==> src/tbpc_pkg.sv <==
package tbpc_pkg;

    localparam int COUNT_WIDTH_DEFAULT = 16;
    localparam int THRESH_WIDTH        = 16;
    localparam int EVENT_WIDTH         = 3;
    localparam int NUM_EVENTS          = 6;
    localparam int CFG_INDEX_WIDTH     = 2;
    localparam int CFG_DATA_WIDTH      = 16;

    localparam logic [CFG_INDEX_WIDTH-1:0] CFG_SHORT_THRESHOLD = 2'd0;
    localparam logic [CFG_INDEX_WIDTH-1:0] CFG_LONG_THRESHOLD  = 2'd1;
    localparam logic [CFG_INDEX_WIDTH-1:0] CFG_EVENT_ENABLE    = 2'd2;

    localparam logic [THRESH_WIDTH-1:0] SHORT_THRESHOLD_RESET = 16'd60;
    localparam logic [THRESH_WIDTH-1:0] LONG_THRESHOLD_RESET  = 16'd180;
    localparam logic [NUM_EVENTS-1:0]   EVENT_ENABLE_RESET    = 6'd0;

    localparam logic [EVENT_WIDTH-1:0] EV_BOTH_LONG  = 3'd0;
    localparam logic [EVENT_WIDTH-1:0] EV_BOTH_SHORT = 3'd1;
    localparam logic [EVENT_WIDTH-1:0] EV_ONE_LONG   = 3'd2;
    localparam logic [EVENT_WIDTH-1:0] EV_ONE_SHORT  = 3'd3;
    localparam logic [EVENT_WIDTH-1:0] EV_TWO_LONG   = 3'd4;
    localparam logic [EVENT_WIDTH-1:0] EV_TWO_SHORT  = 3'd5;

    typedef enum logic [1:0] {
        COMBO_IDLE = 2'd0,
        COMBO_BOTH = 2'd1,
        COMBO_ONE  = 2'd2,
        COMBO_TWO  = 2'd3
    } combo_t;

    typedef struct packed {
        logic [THRESH_WIDTH-1:0] short_threshold;
        logic [THRESH_WIDTH-1:0] long_threshold;
        logic [NUM_EVENTS-1:0]   event_enable;
    } tbpc_cfg_t;

    typedef struct packed {
        logic valid;
        logic button1;
        logic button2;
    } tbpc_tick_t;

    typedef struct packed {
        logic                   emit;
        logic [EVENT_WIDTH-1:0] code;
    } tbpc_result_t;

    function automatic logic [EVENT_WIDTH-1:0] event_code(input combo_t combo,
                                                          input logic   is_short);
        logic [EVENT_WIDTH-1:0] code;
        case (combo)
            COMBO_BOTH: code = is_short ? EV_BOTH_SHORT : EV_BOTH_LONG;
            COMBO_ONE:  code = is_short ? EV_ONE_SHORT  : EV_ONE_LONG;
            COMBO_TWO:  code = is_short ? EV_TWO_SHORT  : EV_TWO_LONG;
            default:    code = EV_BOTH_LONG;
        endcase
        return code;
    endfunction

endpackage

==> src/tbpc_cfg_regs.sv <==
module tbpc_cfg_regs
    import tbpc_pkg::*;
(
    input  logic                       aclk,
    input  logic                       aresetn,
    input  logic                       cfg_valid,
    input  logic [CFG_INDEX_WIDTH-1:0] cfg_index,
    input  logic [CFG_DATA_WIDTH-1:0]  cfg_data,
    output tbpc_cfg_t                  cfg
);

    tbpc_cfg_t cfg_reg;
    tbpc_cfg_t cfg_next;

    always_comb begin
        cfg_next = cfg_reg;
        if (cfg_valid) begin
            case (cfg_index)
                CFG_SHORT_THRESHOLD: cfg_next.short_threshold = cfg_data;
                CFG_LONG_THRESHOLD:  cfg_next.long_threshold  = cfg_data;
                CFG_EVENT_ENABLE:    cfg_next.event_enable    = cfg_data[NUM_EVENTS-1:0];
                default:             cfg_next = cfg_reg;  // unmapped index, dropped
            endcase
        end
    end

    always_ff @(posedge aclk) begin
        if (!aresetn) begin
            cfg_reg.short_threshold <= SHORT_THRESHOLD_RESET;
            cfg_reg.long_threshold  <= LONG_THRESHOLD_RESET;
            cfg_reg.event_enable    <= EVENT_ENABLE_RESET;
        end else begin
            cfg_reg <= cfg_next;
        end
    end

    assign cfg = cfg_reg;

endmodule

==> src/tbpc_in_stage.sv <==
module tbpc_in_stage
    import tbpc_pkg::*;
(
    input  logic       aclk,
    input  logic       aresetn,
    input  logic       s_valid,
    output logic       s_ready,
    input  logic       s_button1_pressed,
    input  logic       s_button2_pressed,
    input  logic       advance,
    output tbpc_tick_t tick
);

    logic valid_reg, valid_next;
    logic b1_reg, b1_next;
    logic b2_reg, b2_next;

    assign s_ready = !valid_reg || advance;

    always_comb begin
        valid_next = valid_reg;
        b1_next    = b1_reg;
        b2_next    = b2_reg;
        if (s_ready) begin
            valid_next = s_valid;
            if (s_valid) begin
                b1_next = s_button1_pressed;
                b2_next = s_button2_pressed;
            end
        end
    end

    always_ff @(posedge aclk) begin
        if (!aresetn) begin
            valid_reg <= 1'b0;
        end else begin
            valid_reg <= valid_next;
        end
    end

    always_ff @(posedge aclk) begin
        b1_reg <= b1_next;
        b2_reg <= b2_next;
    end

    assign tick.valid   = valid_reg;
    assign tick.button1 = b1_reg;
    assign tick.button2 = b2_reg;

endmodule

==> src/tbpc_classify.sv <==
module tbpc_classify
    import tbpc_pkg::*;
#(
    parameter int COUNT_WIDTH = COUNT_WIDTH_DEFAULT
) (
    input  logic         aclk,
    input  logic         aresetn,
    input  logic         step,
    input  tbpc_tick_t   tick,
    input  tbpc_cfg_t    cfg,
    output tbpc_result_t result
);

    localparam int CMP_W = (COUNT_WIDTH > THRESH_WIDTH) ? COUNT_WIDTH : THRESH_WIDTH;

    combo_t                 armed_reg, armed_next;
    logic [COUNT_WIDTH-1:0] count_reg, count_next;
    logic [COUNT_WIDTH-1:0] count_inc;
    logic [CMP_W-1:0]       count_cmp;
    logic [CMP_W-1:0]       short_cmp;
    logic [CMP_W-1:0]       long_cmp;
    combo_t                 held;
    logic                   hit;
    logic                   is_short;
    logic [EVENT_WIDTH-1:0] code;

    always_comb begin
        // saturating increment comes first every tick
        count_inc = (count_reg == {COUNT_WIDTH{1'b1}}) ? count_reg
                                                       : count_reg + 1'b1;
        count_cmp = CMP_W'(count_inc);
        short_cmp = CMP_W'(cfg.short_threshold);
        long_cmp  = CMP_W'(cfg.long_threshold);

        case ({tick.button1, tick.button2})
            2'b11:   held = COMBO_BOTH;
            2'b10:   held = COMBO_ONE;
            2'b01:   held = COMBO_TWO;
            default: held = COMBO_IDLE;
        endcase

        count_next = count_inc;
        armed_next = armed_reg;
        hit        = 1'b0;
        is_short   = 1'b0;

        if (armed_reg == COMBO_IDLE) begin
            if (held == COMBO_IDLE) begin
                count_next = '0;
            end else if (count_cmp >= short_cmp) begin
                armed_next = held;
            end
        end else begin
            if (held == armed_reg && count_cmp >= long_cmp) begin
                hit = 1'b1;
            end else if (held == COMBO_IDLE && count_cmp < long_cmp) begin
                hit      = 1'b1;
                is_short = 1'b1;
            end
            if (hit) begin
                armed_next = COMBO_IDLE;
                count_next = '0;
            end
        end

        code        = event_code(armed_reg, is_short);
        result.code = code;
        result.emit = hit && cfg.event_enable[code];
    end

    always_ff @(posedge aclk) begin
        if (!aresetn) begin
            armed_reg <= COMBO_IDLE;
            count_reg <= '0;
        end else if (step) begin
            armed_reg <= armed_next;
            count_reg <= count_next;
        end
    end

endmodule

==> src/two_button_press_classifier_top.sv <==
// Path: a tick beat's event reaches m_* through the tick register, then the
//   event register; it is held back while m_ready holds a pending beat.
// Throughput: one tick beat per cycle unless m_ready stalls a pending event;
//   input register, classifier state and event register advance together.
// Reset: aresetn is synchronous, active low; clears combo state, tick counter,
//   beat valids, and loads thresholds 60/180 with all events disabled.
module two_button_press_classifier_top
    import tbpc_pkg::*;
#(
    parameter int COUNT_WIDTH = COUNT_WIDTH_DEFAULT
) (
    input  logic                       aclk,
    input  logic                       aresetn,
    // tick channel
    input  logic                       s_valid,
    output logic                       s_ready,
    input  logic                       s_button1_pressed,
    input  logic                       s_button2_pressed,
    // event channel
    output logic                       m_valid,
    input  logic                       m_ready,
    output logic [EVENT_WIDTH-1:0]     m_press_event,
    // register writes
    input  logic                       cfg_valid,
    output logic                       cfg_ready,
    input  logic [CFG_INDEX_WIDTH-1:0] cfg_index,
    input  logic [CFG_DATA_WIDTH-1:0]  cfg_data
);

    tbpc_cfg_t    cfg;
    tbpc_tick_t   tick;
    tbpc_result_t result;
    logic         advance;

    logic                   out_valid_reg, out_valid_next;
    logic [EVENT_WIDTH-1:0] out_event_reg, out_event_next;

    // register writes never stall
    assign cfg_ready = 1'b1;

    tbpc_cfg_regs u_cfg (
        .aclk      (aclk),
        .aresetn   (aresetn),
        .cfg_valid (cfg_valid),
        .cfg_index (cfg_index),
        .cfg_data  (cfg_data),
        .cfg       (cfg)
    );

    // The registered tick moves on when the event register is free or is
    // being drained this cycle; a tick with no event still needs the slot
    // check so ordering is kept simple.
    assign advance = tick.valid && (!out_valid_reg || m_ready);

    tbpc_in_stage u_in (
        .aclk              (aclk),
        .aresetn           (aresetn),
        .s_valid           (s_valid),
        .s_ready           (s_ready),
        .s_button1_pressed (s_button1_pressed),
        .s_button2_pressed (s_button2_pressed),
        .advance           (advance),
        .tick              (tick)
    );

    tbpc_classify #(
        .COUNT_WIDTH (COUNT_WIDTH)
    ) u_classify (
        .aclk    (aclk),
        .aresetn (aresetn),
        .step    (advance),
        .tick    (tick),
        .cfg     (cfg),
        .result  (result)
    );

    // event register: holds one beat until the sink takes it
    always_comb begin
        out_valid_next = out_valid_reg;
        out_event_next = out_event_reg;
        if (out_valid_reg && m_ready) begin
            out_valid_next = 1'b0;
        end
        if (advance && result.emit) begin
            out_valid_next = 1'b1;
            out_event_next = result.code;
        end
    end

    always_ff @(posedge aclk) begin
        if (!aresetn) begin
            out_valid_reg <= 1'b0;
        end else begin
            out_valid_reg <= out_valid_next;
        end
    end

    always_ff @(posedge aclk) begin
        out_event_reg <= out_event_next;
    end

    assign m_valid       = out_valid_reg;
    assign m_press_event = out_event_reg;

`ifndef SYNTH
    // empty event register means the tick path can never be blocked
    a_ready_when_empty: assert property (@(posedge aclk) disable iff (!aresetn)
        !m_valid |-> s_ready)
        else $error("tick input stalled with empty event register");

    // only defined event codes leave the block
    a_code_range: assert property (@(posedge aclk) disable iff (!aresetn)
        m_valid |-> (m_press_event <= EV_TWO_SHORT))
        else $error("undefined event code on output");

    // every delivered beat carries an enabled event
    a_code_enabled: assert property (@(posedge aclk) disable iff (!aresetn)
        m_valid |-> (((cfg.event_enable >> m_press_event) & 6'd1) != 6'd0))
        else $error("disabled event reached the output");

    // a beat pending on a stalled sink is not overwritten by a new event
    a_no_overwrite: assert property (@(posedge aclk) disable iff (!aresetn)
        (m_valid && !m_ready) |-> !advance)
        else $error("classifier advanced over a pending event");
`endif

endmodule
==> config.mk <==
export PLATFORM = sky130hd
export DESIGN_NAME = two_button_press_classifier_top
export DESIGN_NICKNAME = d
export VERILOG_FILES = /design/src/tbpc_pkg.sv /design/src/tbpc_cfg_regs.sv /design/src/tbpc_in_stage.sv /design/src/tbpc_classify.sv /design/src/two_button_press_classifier_top.sv
export SDC_FILE = /design/constraint.sdc
export NUM_CORES = 1
export LEC_CHECK = 0
export BUFFER_PORTS_ARGS = -buffer_cell sky130_fd_sc_hd__buf_2
export CAP_MARGIN = 25
export CORE_MARGIN = 10
export CORE_UTILIZATION = 35
export CTS_CLUSTER_SIZE = 14
export DETAILED_ROUTE_END_ITERATION = 10
export PLACE_DENSITY = 0.59
export SYNTH_ARGS = -nofsm -noshare
export SYNTH_HDL_FRONTEND = slang
export SYNTH_HIERARCHICAL = 1
export SYNTH_SLANG_ARGS = --single-unit
==> constraint.sdc <==
create_clock -name aclk -period 13.14 [get_ports aclk]
set_clock_uncertainty 0.2 [all_clocks]
set_input_delay 1.971 -clock aclk [delete_from_list [all_inputs] [get_ports aclk]]
set_output_delay 1.971 -clock aclk [all_outputs]
set_load 0.05 [all_outputs]
* Word-level counts from Yosys, hierarchy flattened
Cells that the tools add are included.
Word-level totals: bits in registers 63, bits in latches 0, RAM bits 0, ROM bits 0, input bits 25, output and inout port bits 6, memories kept 0
Cells by class: $add $sub $neg 1, multiply operators 0, div/mod/pow operators 0, order comparisons 4, equality and inequality tests 12, shift operators 0, mux-type cells 23, bitwise operators 0, reductions and logical operators 20
Operator list (number):
- two-way mux 16 bit | 4
- greater-or-equal comparator 16 bit | 2
- adder 16 x 1 -> 16 bit (second input constant) | 1
- equality test 16 bit (second input constant) | 1
- less-than comparator 16 bit | 1
- two-way mux 1 bit | 12
- equality test 2 bit (second input constant) | 5
- one-hot mux 3 bit (3 select lines) | 1
- two-way mux 2 bit | 4
- AND reduction 2 bit | 4
- equality test 2 x 1 -> 1 bit (second input constant) | 3
- logical AND 1 bit | 6
- logical NOT 2 bit | 3
- one-hot mux 2 bit (3 select lines) | 1
- less-than comparator 3 x 4 -> 1 bit (second input constant) | 1
- != test 2 bit (second input constant) | 2
- AND reduction 4 bit | 1
- nonzero test 2 bit | 2
- binary-select mux 1 bit (select 3 bit) | 1
- equality test 2 bit | 1
- logical NOT 1 bit | 2
- logical OR 1 bit | 2

* Depth between registers and ports, before layout
Gate-level depths: netlist of the first run.
depth after elaboration 14, depth in mapped cells 17, mapped depth without buffers 16

* By module
The synthesis of the first run kept the hierarchy.
Modules (own cells, without submodules):
- tbpc_classify | times used 1, cells an instance 263, area an instance 2054.5 um^2, seq. area each 360.3 um^2
- tbpc_cfg_regs | times used 1, cells an instance 149, area an instance 1492.7 um^2, seq. area each 760.7 um^2
- two_button_press_classifier_top | times used 1, cells an instance 11, area an instance 175.2 um^2, seq. area each 110.1 um^2
- tbpc_in_stage | times used 1, cells an instance 10, area an instance 140.1 um^2, seq. area each 80.1 um^2

* Least setup slack after synthesis of the first run
OpenSTA, ideal clock, no wires.
path kind input -> output, start point input port m_ready, end point output port s_ready, data arrival time 2.483 ns, data required time 10.969 ns, path slack 8.486 ns, cell stages on the path 3, cells stage by stage nand2b_4 and2_4 nand2b_4
On the way: longest elaborated chain between the ends 3
RTL lines:
- start: declaration | RTL line two_button_press_classifier_top.sv:21 | input logic m_ready,
- logical OR 1 bit | RTL line two_button_press_classifier_top.sv:53 | assign advance = tick.valid && (!out_valid_reg || m_ready);
- logical AND 1 bit | RTL line two_button_press_classifier_top.sv:53
- via advance | RTL line two_button_press_classifier_top.sv:33 | logic advance;
- logical OR 1 bit | RTL line tbpc_in_stage.sv:18 | assign s_ready = !valid_reg || advance;
- end: declaration | RTL line two_button_press_classifier_top.sv:16 | output logic s_ready,
The timed path passes the listed nets, and every way through them passes these cells.

* Worst setup path in the final report of the first run
Same ends and word-level chain as after synthesis.

==> flow_summary.toml, run 1 <==
[power_and_ir_drop]
peakVddDrop_mv = 0.05328
powerDensity_nw_per_um2 = 95.02
clkPwrFrac_pct = 40.6
cellInternalPower_mw = 0.3007
power.leakage_nw = 1.861
pwr-share-comb_pct = 9.9
power_switching_mw = 0.1062
power.total_mw = 0.4070
swShare_pct = 26.10
pwr-share-seq_pct = 49.5

[global_routing]
grt_usage_pct = 10.67
grt_max_degree = 66
antenna_found_initial = 0
overflow = 0
grt_first_pass_wirelength_um = 14020
grt_pass1_vias = 2898

[clock_tree]
cts_buffers = 9
post_cts_resized = 0
cts_htree_levels = 3
clock_path_buffers = 2
clock-sinks = 63
cts.reportedPaths.clkPinSlew_ns = 0.07
post_cts_buffers = 0
cts_tree = "yes"
ctsHoldBuffers = 0
cts_root_buffer = "clkbuf_8"
clk_latency_ns = 0.35

[yosys]
synthesis.area_um2 = 3862
synth_edf_count = 5
synth_top_area_share_pct = 30.06
yosysSeqAreaShare_pct = 33.95
synth_area_leaders = "dfxtp_1 30%, ha_1 12%, mux2i_1 9.3%"
yosysMostFrequentCell = "nand2_1"
avgSynthCellArea_um2 = 8.920
synth_seq_cells = 63
yosys_warnings = 6
syn_inst = 433
synth_flop_cell = "dfxtp_1"
synth_area_leader_cell = "dfxtp_1"
ys_top_cells_by_count = "66 x nand2_1, 58 x dfxtp_1, 38 x inv_1"
synth_cell_types = 53
synth_nets = 494
ys_async_sr_fraction_pct = 0

[routing]
ant_nets = 0
wl_per_cell_um = 13.70
drtIter0Drc = 144
viasPerCell = 4.897
drcViolationCount = 0
vias = 2943
drt_pre_antenna_iters = 4
wl_um = 8235

[timing]
worst_pin_slew_ns = 0.8305
rsz0062_at_grt = "false"
fin_ws_ns = 8.169
relSlewSlack_pct = 44.52
setup_viol = 0
finalCritPeriodShare_pct = 37.83
finalHoldViolations = 0
tns_ns = 0
fmax_mhz = 201.1
drv_slew = 0
min_period_ns = 4.971

[placement]
dp_hpwl_um = 6374
gp_congestion = 0.9217
placement.setup.worst_slack_ns = 8.161
placed_cells = 585
io_buffers = 29

[setup_path]
r2r_cells = 15
worstSetupEndpointType = "primary output"
path_class = "in2out"
cp_data_required_time_ns = 10.97
timing.rr.end = "m_press_event[2]$_DFFE_PP_"
r2r_setup_slack_ns = 8.47
cp_max_fo = 11
startpoint_type = "primary input"
reg2reg_from = "u_classify/count_reg[6]$_SDFFE_PN0P_"
crit_arrival_ns = 2.80

[die]
die_w_um = 125.1
placementRows = 38
coreArea_um2 = 10840
die_area_um2 = 15640
start_util_pct = 35.63
die_y_um = 125.1
top_level_ports = 31

[cells_and_area]
antenna_cells = 0
drive_gt1_share_pct = 14.53
fin_cells = 601
final_nets = 517
largest_register_ffs = 38
area_delta_synth_final_pct = 10.88

[worst_hold_path]
whs_endpoint = "u_cfg/cfg[18]$_SDFFE_PN0P_"
min_path_type = "reg2reg"
worstHoldStart = "u_cfg/cfg[18]$_SDFFE_PN0P_"
holdPathStages = 2

[flow_run]
cap_viol_max_count = 0

[outcome]
run_status = "complete, no violations"
## worst max-delay path, stage by stage
cell and delay [ns]:
buf_2 0.08, nand2b_4 0.12, and2_4 0.22, nand2b_4 0.16, buf_2 0.26
## area by class of cell
| type | instances | area [um2] |
|---|---|---|
| clock buffer | 11 | 162.7 |
| clock inverter | 5 | 40.04 |
| fill | 1108 | 6558 |
| inverter | 38 | 142.6 |
| multi-input combinational | 313 | 2291 |
| sequential | 63 | 1311 |
| tap | 140 | 175.2 |
| timing repair buffer | 31 | 160.2 |
## metal layers
metal | global-route usage (%) | part of all wire, %
met5 | 0 | 0
met4 | 3.388 | 1.4
met3 | 3.718 | 4.1
met2 | 15.98 | 44
met1 | 13.99 | 51
## through the flow
stage	hold slack (ns)	cell area, um2	util (%)
global route	0.2798	4283	39.51
CTS	0.2642	4283	39.51
detailed placement	0.2505	4080	37.64
finish	0.2586	4283	39.51
global placement	0.2452	4080	37.64
floorplan	0.2329	3862	-
## cell usage in the layout (no fill, tap or decap), types with 2 or more instances in the layout
cell        instances
nor2_1             12
nand4_1             9
mux2i_1            36
buf_4               2
nor3_1              4
a21oi_1            17
nor4_1              2
clkinvlp_4          3
a21boi_2            3
a21o_1              3
nand3_1            15
nand2_1            66
nor2b_1            15
o211ai_1            4
clkbuf_8           10
a22o_1             10
and2_1              6
xnor2_1            17
mux2_2              3
buf_2              29
o21a_1              3
edfxtp_1            5
and3_1              4
nand2b_1            6
dfxtp_1            58
or4_1               2
o2111ai_1           2
a31oi_1             2
inv_1              38
ha_1               36
and2_4              3
nand2b_4            2
clkinv_4            2
nand3b_1            3
o21ai_0             9
## kinds of logic after synthesis
| family | count (synthesis) | share of synthesized area [%] |
|---|---|---|
| compound gates | 58 | 10.85 |
| xor+xnor | 18 | 4.082 |
| fa+ha+maj | 36 | 11.66 |
| buf+inv | 57 | 6.738 |
| flops | 63 | 33.95 |
| mux | 39 | 10.20 |
| other cells | 1 | 0.09709 |
| simple gates | 161 | 22.42 |
## worst max-delay path by stage
stage,start,endpoint,slack [ns],cells after the start
floorplan,m_ready,s_ready,8.49,3
global placement,m_ready,s_ready,8.17,5
detailed placement,m_ready,s_ready,8.16,5
CTS,m_ready,s_ready,8.15,5
global route,m_ready,s_ready,8.12,5
finish,m_ready,s_ready,8.17,5
## power by group through the flow
stage	combinational [mW]	sequential (mW)	clock (mW)
after floorplan	0.0313	0.205	0
after global placement	0.0396	0.206	0
after detailed placement	0.0402	0.206	0
after CTS	0.0406	0.202	0.173
after global routing	0.0452	0.202	0.181
final	0.0402	0.202	0.165
Note: power is estimated with default switching activity, not from simulation.
==> inputs of run 2 (changes only) <==
--- a/config.mk
+++ b/config.mk
@@ -11,7 +11,7 @@
 export CORE_UTILIZATION = 35
 export CTS_CLUSTER_SIZE = 14
 export DETAILED_ROUTE_END_ITERATION = 10
-export PLACE_DENSITY = 0.59
+export PLACE_DENSITY = 0.61
 export SYNTH_ARGS = -nofsm -noshare
 export SYNTH_HDL_FRONTEND = slang
 export SYNTH_HIERARCHICAL = 1
==> constraint.sdc (replaced) <==
create_clock -name aclk -period 4.15 [get_ports aclk]
set_clock_uncertainty 0.2 [all_clocks]
set_input_delay 0.6225 -clock aclk [delete_from_list [all_inputs] [get_ports aclk]]
set_output_delay 0.6225 -clock aclk [all_outputs]
set_load 0.05 [all_outputs]
==> flow_summary.toml, run 2 (synthesis results as in run 1) <==
[outcome]
run_status = "complete, no violations"

[placement]
placed_cells = 616
gp_congestion = 0.9547
io_buffers = 29
dp_hpwl_um = 7017
placement.setup.worst_slack_ns = 0.01447

[routing]
drtIter0Drc = 116
wl_met1_um = 4638
drt_pre_antenna_iters = 6
viasPerCell = 4.915
wl_met3_um = 388
wl_um = 9363
maxUsedRoutingLayer = "met4"
vias = 3121
wl_per_cell_um = 14.74
drcViolationCount = 0
ant_nets = 0
routed-wl-met2_um = 4209

[cells_and_area]
area_delta_synth_final_pct = 21.02
largest_register_ffs = 38
final_nets = 551
antenna_cells = 0
fin_cells = 635
layout_common_cells = "64 x nand2_1, 51 x dfxtp_1, 38 x inv_1, 36 x mux2i_1, 35 x buf_4"
drive_gt1_share_pct = 24.04
final_common_cell = "nand2_1"
fill_cells = 1093

[setup_path]
worstSetupEndpointType = "flop"
critPathLaunch = "u_classify/count_reg[8]$_SDFFE_PN0P_"
reg2reg_from = "u_classify/count_reg[8]$_SDFFE_PN0P_"
cp_data_required_time_ns = 4.02
r2r_setup_slack_ns = 0.07
crit_end = "m_press_event[1]$_DFFE_PP_"
path_class = "reg2reg"
cp_max_fo = 4
timing.rr.end = "m_press_event[1]$_DFFE_PP_"
r2r_cells = 15
startpoint_type = "flop"
crit_arrival_ns = 3.95

[flow_run]
cap_viol_max_count = 0

[die]
die_y_um = 125.1
coreArea_um2 = 10840
die_w_um = 125.1
top_level_ports = 31
start_util_pct = 35.63
die_area_um2 = 15640
placementRows = 38

[clock_tree]
clk_latency_ns = 0.36
clock-sinks = 63
cts_buffers = 9
cts_root_buffer = "clkbuf_8"
ctsHoldBuffers = 0
cts_htree_levels = 3
cts.reportedPaths.clkPinSlew_ns = 0.08
cts_tree = "yes"
clock_path_buffers = 2

[timing]
relSlewSlack_pct = 38.82
rsz0062_at_grt = "true"
min_period_ns = 4.081
finalHoldViolations = 0
fin_ws_ns = 0.06899
drv_slew = 0
setup_viol = 0
finalCritPeriodShare_pct = 98.34
worst_pin_slew_ns = 0.9158
fmax_mhz = 245.0

[worst_hold_path]
worstHoldStart = "s_button1_pressed"
min_path_type = "in2reg"
holdPathStages = 1

[power_and_ir_drop]
power.total_mw = 1.431
peakVddDrop_mv = 0.2486
power.leakage_nw = 2.081
powerDensity_nw_per_um2 = 306.1

[global_routing]
antenna_found_initial = 0
grt_first_pass_wirelength_um = 15570
grt_usage_pct = 11.80
overflow = 0
grt_max_degree = 62
grt_pass1_vias = 3268
-- run 2: final cells by class --
type | instances | area [um2] | share of cell area [%]
repair buffers | 65 | 419.2 | 8.967
clock inverters | 7 | 111.4 | 2.382
well taps | 140 | 175.2 | 3.747
flip-flops and latches | 63 | 1323 | 28.29
multi-input cells | 313 | 2380 | 50.91
clock buffers | 9 | 123.9 | 2.650
inverters | 38 | 142.6 | 3.051
-- run 2: through the flow --
stage,instance area [um2],setup TNS (ns),hold WS (ns),utilization [%]
3_5_place_dp,4313,0,0.2573,39.79
2_1_floorplan,3862,0,0.2329,-
3_3_place_gp,4313,0,0.2442,39.79
5_1_grt,4674,-0.1223,0.2349,43.12
4_1_cts,4573,0,0.2440,42.19
6_report,4674,0,0.2528,43.12
-- run 2: power breakdown --
part / internal, mW / switching, mW
combinational: 0.0601 / 0.0787
clock: 0.395 / 0.259
sequential: 0.628 / 0.0108
total: 1.08 / 0.348
-- run 2: what timing repair did --
action,CTS,global route
hold endpoints to repair,0,0
setup endpoints to repair,3,20
pin swaps,1,9
resized for setup,6,19
buffers inserted,0,3
-- run 2: how the worst min path moves through the flow --
stage / to / slack (ns)
floorplan: u_cfg/cfg[2]$_SDFFE_PN0P_ / 0.23
global placement: u_cfg/cfg[16]$_SDFFE_PN0P_ / 0.24
detailed placement: u_cfg/cfg[18]$_SDFFE_PN0P_ / 0.26
CTS: u_in/b1_reg$_DFFE_PP_ / 0.24
global route: u_in/b2_reg$_DFFE_PP_ / 0.23
finish: u_in/b1_reg$_DFFE_PP_ / 0.25
-- run 2: per-layer routing --
layer	track usage (%)	vias up
met4	3.794	0
met5	0	-
li1	-	1604
met1	15.16	1462
met2	18.30	45
met3	3.802	10
-- run 2: worst max-delay path: stages, from the launching register on --
cell and delay, ns:
dfxtp_2 0.35, and4_4 0.21, nand4_1 0.24, nor2_2 0.21, nand3_1 0.11, mux2_4 0.34, ha_4 0.29, nand4_4 0.07
or4_4 0.54, a21o_1 0.20, and4_4 0.19, and2_4 0.14, o211a_1 0.23, nor4b_2 0.23, nand2_2 0.11, nor2b_4 0.14
